==> src/rtl/core/nevs_pkg.sv <==
// ---------------------------------------------------------------------------
// nevs_pkg: shared types and constants of the nearest earlier value search
// History depth, index and count widths, and the token that travels the
// cell chain
// ---------------------------------------------------------------------------
package nevs_pkg;

    // number of history cells in the chain
    localparam int HISTORY_DEPTH = 1024;

    // cell index and fill count widths
    localparam int IDX_W = $clog2(HISTORY_DEPTH);
    localparam int CNT_W = $clog2(HISTORY_DEPTH + 1);

    // fixed field widths
    localparam int VALUE_W = 32;
    localparam int POS_W   = 11;

    typedef logic [IDX_W-1:0]   t_idx;
    typedef logic [CNT_W-1:0]   t_cnt;
    typedef logic [VALUE_W-1:0] t_value;

    // one query moving down the chain together with its running best
    typedef struct packed {
        logic   valid;
        logic   has_result;
        logic   full;
        logic   wr_en;
        t_idx   wr_idx;
        t_cnt   count;
        t_value x;
        logic   best_ok;
        t_value best_d;
        t_value best_v;
        t_cnt   best_pos;
    } t_token;

endpackage

==> src/rtl/core/nevs_cell.sv <==
// ---------------------------------------------------------------------------
// nevs_cell: one history cell of the search chain
// Holds one stored value, measures the passing query against it and keeps
// the nearer candidate; the query then moves on to the next cell
// ---------------------------------------------------------------------------
module nevs_cell (
    input  logic              i_clk,
    input  logic              i_rst_n,
    input  logic              i_adv,
    input  nevs_pkg::t_idx    i_index,
    input  nevs_pkg::t_token  i_tok,
    output nevs_pkg::t_token  o_tok
);

    // stored history value
    nevs_pkg::t_value r_value;

    // distance stage
    nevs_pkg::t_token r_a_tok;
    nevs_pkg::t_value r_a_d;
    nevs_pkg::t_value r_a_v;
    logic             r_a_hit;

    // compare stage
    nevs_pkg::t_token r_b_tok;

    logic                   n_hit;
    logic [nevs_pkg::VALUE_W:0] n_dp;
    logic [nevs_pkg::VALUE_W:0] n_dn;
    nevs_pkg::t_value       n_d;
    logic                   n_take;
    nevs_pkg::t_token       n_b_tok;

    // this cell counts for the query only if it was filled before it
    assign n_hit = i_tok.valid && i_tok.has_result
                   && (nevs_pkg::CNT_W'(i_index) < i_tok.count);

    // both differences in parallel, pick the non-negative one
    assign n_dp = {i_tok.x[nevs_pkg::VALUE_W-1], i_tok.x}
                - {r_value[nevs_pkg::VALUE_W-1], r_value};
    assign n_dn = {r_value[nevs_pkg::VALUE_W-1], r_value}
                - {i_tok.x[nevs_pkg::VALUE_W-1], i_tok.x};
    assign n_d  = n_dp[nevs_pkg::VALUE_W] ? n_dn[nevs_pkg::VALUE_W-1:0]
                                          : n_dp[nevs_pkg::VALUE_W-1:0];

    // value write when the storing query passes this cell
    always_ff @(posedge i_clk) begin
        if (i_adv && i_tok.valid && i_tok.wr_en && (i_tok.wr_idx == i_index)) begin
            r_value <= i_tok.x;
        end
    end

    // distance stage registers
    always_ff @(posedge i_clk) begin
        if (!i_rst_n) begin
            r_a_tok.valid <= 1'b0;
        end else if (i_adv) begin
            r_a_tok <= i_tok;
            r_a_d   <= n_d;
            r_a_v   <= r_value;
            r_a_hit <= n_hit;
        end
    end

    // nearer distance wins, then smaller value; earlier cell keeps ties
    assign n_take = r_a_hit
                    && (!r_a_tok.best_ok
                        || (r_a_d < r_a_tok.best_d)
                        || ((r_a_d == r_a_tok.best_d)
                            && ($signed(r_a_v) < $signed(r_a_tok.best_v))));

    always_comb begin
        n_b_tok = r_a_tok;
        if (n_take) begin
            n_b_tok.best_ok  = 1'b1;
            n_b_tok.best_d   = r_a_d;
            n_b_tok.best_v   = r_a_v;
            n_b_tok.best_pos = nevs_pkg::CNT_W'(i_index) + nevs_pkg::CNT_W'(1);
        end
    end

    // compare stage register, feeds the next cell
    always_ff @(posedge i_clk) begin
        if (!i_rst_n) begin
            r_b_tok.valid <= 1'b0;
        end else if (i_adv) begin
            r_b_tok <= n_b_tok;
        end
    end

    assign o_tok = r_b_tok;

endmodule

==> config.mk <==
export PLATFORM = sky130hd
export DESIGN_NAME = nevs_cell
export DESIGN_NICKNAME = d
export VERILOG_FILES = /design/src/rtl/core/nevs_pkg.sv /design/src/rtl/core/nevs_cell.sv
export SDC_FILE = /design/constraint.sdc
export NUM_CORES = 1
export LEC_CHECK = 0
export ABC_AREA = 0
export ABC_CLOCK_PERIOD_IN_PS = 24800
export BUFFER_PORTS_ARGS = -buffer_cell sky130_fd_sc_hd__buf_4
export CORE_ASPECT_RATIO = 0.6
export CORE_MARGIN = 4
export CORE_UTILIZATION = 43
export CTS_BUF_LIST = sky130_fd_sc_hd__clkbuf_2 sky130_fd_sc_hd__clkbuf_4 sky130_fd_sc_hd__clkbuf_8
export CTS_CLUSTER_DIAMETER = 30
export DETAILED_ROUTE_END_ITERATION = 8
export GPL_TIMING_DRIVEN = 0
export MAX_ROUTING_LAYER = met4
export PLACE_DENSITY = 0.6
export SKIP_CTS_REPAIR_TIMING = 1
export SYNTH_ARGS = -nofsm -noshare
export SYNTH_HDL_FRONTEND = slang
export SYNTH_SLANG_ARGS = --single-unit
==> constraint.sdc <==
create_clock -name i_clk -period 24.8 [get_ports i_clk]
set_input_delay 2.48 -clock i_clk [delete_from_list [all_inputs] [get_ports i_clk]]
set_output_delay 2.48 -clock i_clk [all_outputs]
set_load 0.02 [all_outputs]
==> flow_metrics.py <==
metrics = {
    "clock_tree": {
        "clock_path_buffers": 3,
        "cts_tree": "built",
        "path_clk_slew_ns": 0.06,
        "cts_buffers": 66,
        "clkSinkCount": 363,
        "root_buffer": "clkbuf_8",
        "clk_latency_ns": 0.62,
        "htree_levels": 3,
    },
    "sta": {
        "setup_viol": 0,
        "fin_skew_ns": 0.0237,
        "fmax_mhz": 181,
        "worst_pin_slew_ns": 0.781,
        "setup_tns_ns": 0,
        "min_period_ns": 5.53,
        "slew_headroom_pct": 47.9,
        "finalHoldViolations": 0,
        "maxSlewViolCount": 0,
        "rsz0062_at_grt": "false",
        "holdWs_ns": 0.416,
        "min_period_over_period_pct": 22.3,
    },
    "yosys": {
        "synth_nets": 1588,
        "synth_edf_count": 361,
        "yosysUniqueCellTypes": 68,
        "synth_seq_cells": 363,
        "yosys_most_used_dff": "edfxtp_1",
        "synth.avg_cell_area_um2": 13.1,
        "yosysMostFrequentCell": "edfxtp_1",
        "yosys-top-cells-area": "edfxtp_1, ha_1, inv_1, o21ai_0, a21oi_1",
        "synth.cell_area_mm2": 0.0171,
        "yosysSeqAreaShare_pct": 63.5,
        "postSynthCellCount": 1304,
        "synth_common_cells": "edfxtp_1, inv_1, ha_1, o21ai_0, nand2_1",
        "synth_largest_area_cell": "edfxtp_1",
        "netlist.area_leader.share_pct": 63.3,
        "async_flop_share_pct": 0,
        "synth_warnings": 0,
    },
    "route": {
        "firstDrtPassIters": 6,
        "ant_nets": 0,
        "drc": 0,
        "via_per_inst": 5.13,
        "wl_per_cell_um": 19.6,
        "drtIter0Drc": 906,
        "via_count": 11409,
        "routed_wl_um": 43600,
    },
    "setup_path": {
        "crit_chain": "buf_4, inv_1, ha_1, fa_1, o21ai_2, a22oi_2, o31ai_4, a211oi_2, o31ai_4, xor2_4, mux2i_1, o22ai_2, xor2_1",
        "worstSetupEndpointType": "flip-flop",
        "worstSetupPathType": "in -> reg",
        "path_delay_family": "compound AO/OA/AOI/OAI gates",
        "worstPathRequired_ns": 25.18,
        "crit_top_cell": "o31ai_4",
        "crit_buf_inv": 2,
        "critPathLaunchType": "input port",
        "crit_arrival_ns": 5.91,
        "worst_path_max_delay_cell": "xor2_4",
        "crit_fanout": 10,
        "slowest_delay_ns": 0.43,
    },
    "cells_and_area": {
        "nets": 1944,
        "areaGrowthSynthToFinish_pct": 24.6,
        "drive_gt1_share_pct": 24.9,
    },
    "pwr": {
        "switching_power_mw": 0.374,
        "max-vdd-ir-drop_v": 0.0000604,
        "seqPwrFrac_pct": 49.4,
        "clock_power_share_pct": 37.9,
        "p_per_area_mw_per_mm2": 68.9,
        "switching_share_pct": 25.4,
        "combPwrFrac_pct": 12.8,
        "power_leakage_nw": 8.96,
        "p_int_mw": 1.10,
    },
    "outcome": {
        "outcome": "finished clean",
    },
    "flow_run": {
        "cap_violations": 0,
    },
    "place": {
        "io_buffers": 278,
        "dp_hpwl_um": 32500,
        "place_congestion": 0.854,
    },
    "floorplanning": {
        "io_pins": 279,
        "rows": 56,
        "die_height_um": 163,
        "dieArea_mm2": 0.0432,
        "fp.dieW_um": 266,
        "core_area_mm2": 0.0392,
        "start_util_pct": 43.7,
    },
    "worst_hold_path": {
        "hold_class": "reg -> reg",
    },
    "grt": {
        "grt_overflow_total": 0,
        "grt_max_degree": 63,
        "grt_pass1_wl_um": 66300,
        "grt_pass1_vias": 11552,
        "antenna_found_initial": 2,
        "grt_usage_pct": 20.5,
    },
}
registers in the layout, summed over array words and instances, names as in the netlist:
| name | flops |
|---|---|
| n_b_tok | 57 |
| r_a_tok | 76 |
| o_tok | 133 |
| r_value | 32 |
| r_a_d | 32 |
| r_a_v | 32 |
| r_a_hit | 1 |
cell usage in the layout, fill, tap and decap left out, types with 4 or more instances in the layout:
cell type	count
o21bai_1	13
clkinv_4	5
clkbuf_4	10
xnor2_1	22
o211ai_1	12
nand3_1	14
or3_1	4
a21o_1	49
a211oi_1	9
xor2_1	25
buf_4	284
clkinv_1	10
a221oi_1	5
nor4_1	6
mux2i_1	16
o21ai_0	108
nand2b_1	8
clkbuf_1	28
nor2b_1	12
and3_1	5
clkbuf_8	69
inv_1	145
ha_1	136
nand4_1	23
buf_6	4
edfxtp_1	361
clkinv_2	6
a31oi_1	4
mux2_2	6
nand2_1	95
o21a_1	5
buf_2	6
nor2_1	36
buf_16	5
a21oi_1	86
routing by layer:
| metal | up-vias | GRT usage, % | part of all wire, % |
|---|---|---|---|
| met1 | 5449 | 28.9 | 47 |
| met4 | 0 | 7.11 | 2.7 |
| met3 | 76 | 4.45 | 6.7 |
| met5 | - | - | 0 |
| li1 | 5502 | - | - |
| met2 | 382 | 29.4 | 43 |
worst register-to-register path: cells and delay by family, from the launching register on:
family,cells,cell delay [ns]
compound gates,8,1.74
buf+inv,2,1.28
flops,1,0.39
mux,1,0.36
fa+ha+maj,1,0.31
simple gates,1,0.11
cell families after synthesis:
kind of cell | after synthesis | synth area share, %
DFF | 363 | 63.5
AOI/OAI and AO/OA | 326 | 12.0
and+or+nand+nor | 220 | 6.09
buffers and inverters | 187 | 4.35
adders and majority gates | 138 | 10.2
xor gates and xnor gates | 48 | 2.56
muxes | 22 | 1.33
worst paths after layout:
kind	end	from	cells after the start	slack, ns
hold reg to reg	o_tok[92]$_DFFE_PP_	n_b_tok[92]$_DFFE_PP_	0	0.42
setup / recovery	r_a_d[30]$_DFFE_PP_	i_tok[76]	13	19.27
hold / removal	o_tok[92]$_DFFE_PP_	n_b_tok[92]$_DFFE_PP_	0	0.42
setup reg to reg	o_tok[45]$_DFFE_PP_	r_a_v[25]$_DFFE_PP_	13	20.43
power by group through the flow:
stage,registers (mW),logic [mW],clock network [mW]
2_1_floorplan,0.757,0.0918,0
3_3_place_gp,0.750,0.182,0
3_5_place_dp,0.739,0.187,0
4_1_cts,0.727,0.188,0.576
5_1_grt,0.729,0.206,0.605
6_report,0.726,0.188,0.557
layout make-up:
class	instances	area [µm²]
fillers	3354	17800
diodes	2	5.00
well taps	522	653
repair buffers	288	2260
clock inverters	30	253
flip-flops and latches	363	10900
clock buffers	79	1020
plain buffers	42	200
inverters	145	544
multi-input cells	754	5510
through the flow:
step / utilization (%) / cell area (µm²) / worst slack [ns] / total power [mW] / instances
finish: 54.5 / 21300 / 19.27 / 1.47 / 2225
global route: 54.5 / 21300 / 19.11 / 1.54 / 2225
CTS: 54.5 / 21300 / 19.38 / 1.49 / 2223
detailed placement: 51.2 / 20100 / 18.74 / 0.926 / 2114
global placement: 50.7 / 19900 / 10.74 / 0.931 / 2104
floorplan: - / 17100 / 14.18 / 0.849 / 1304
Power figures use the tool's default switching activity.
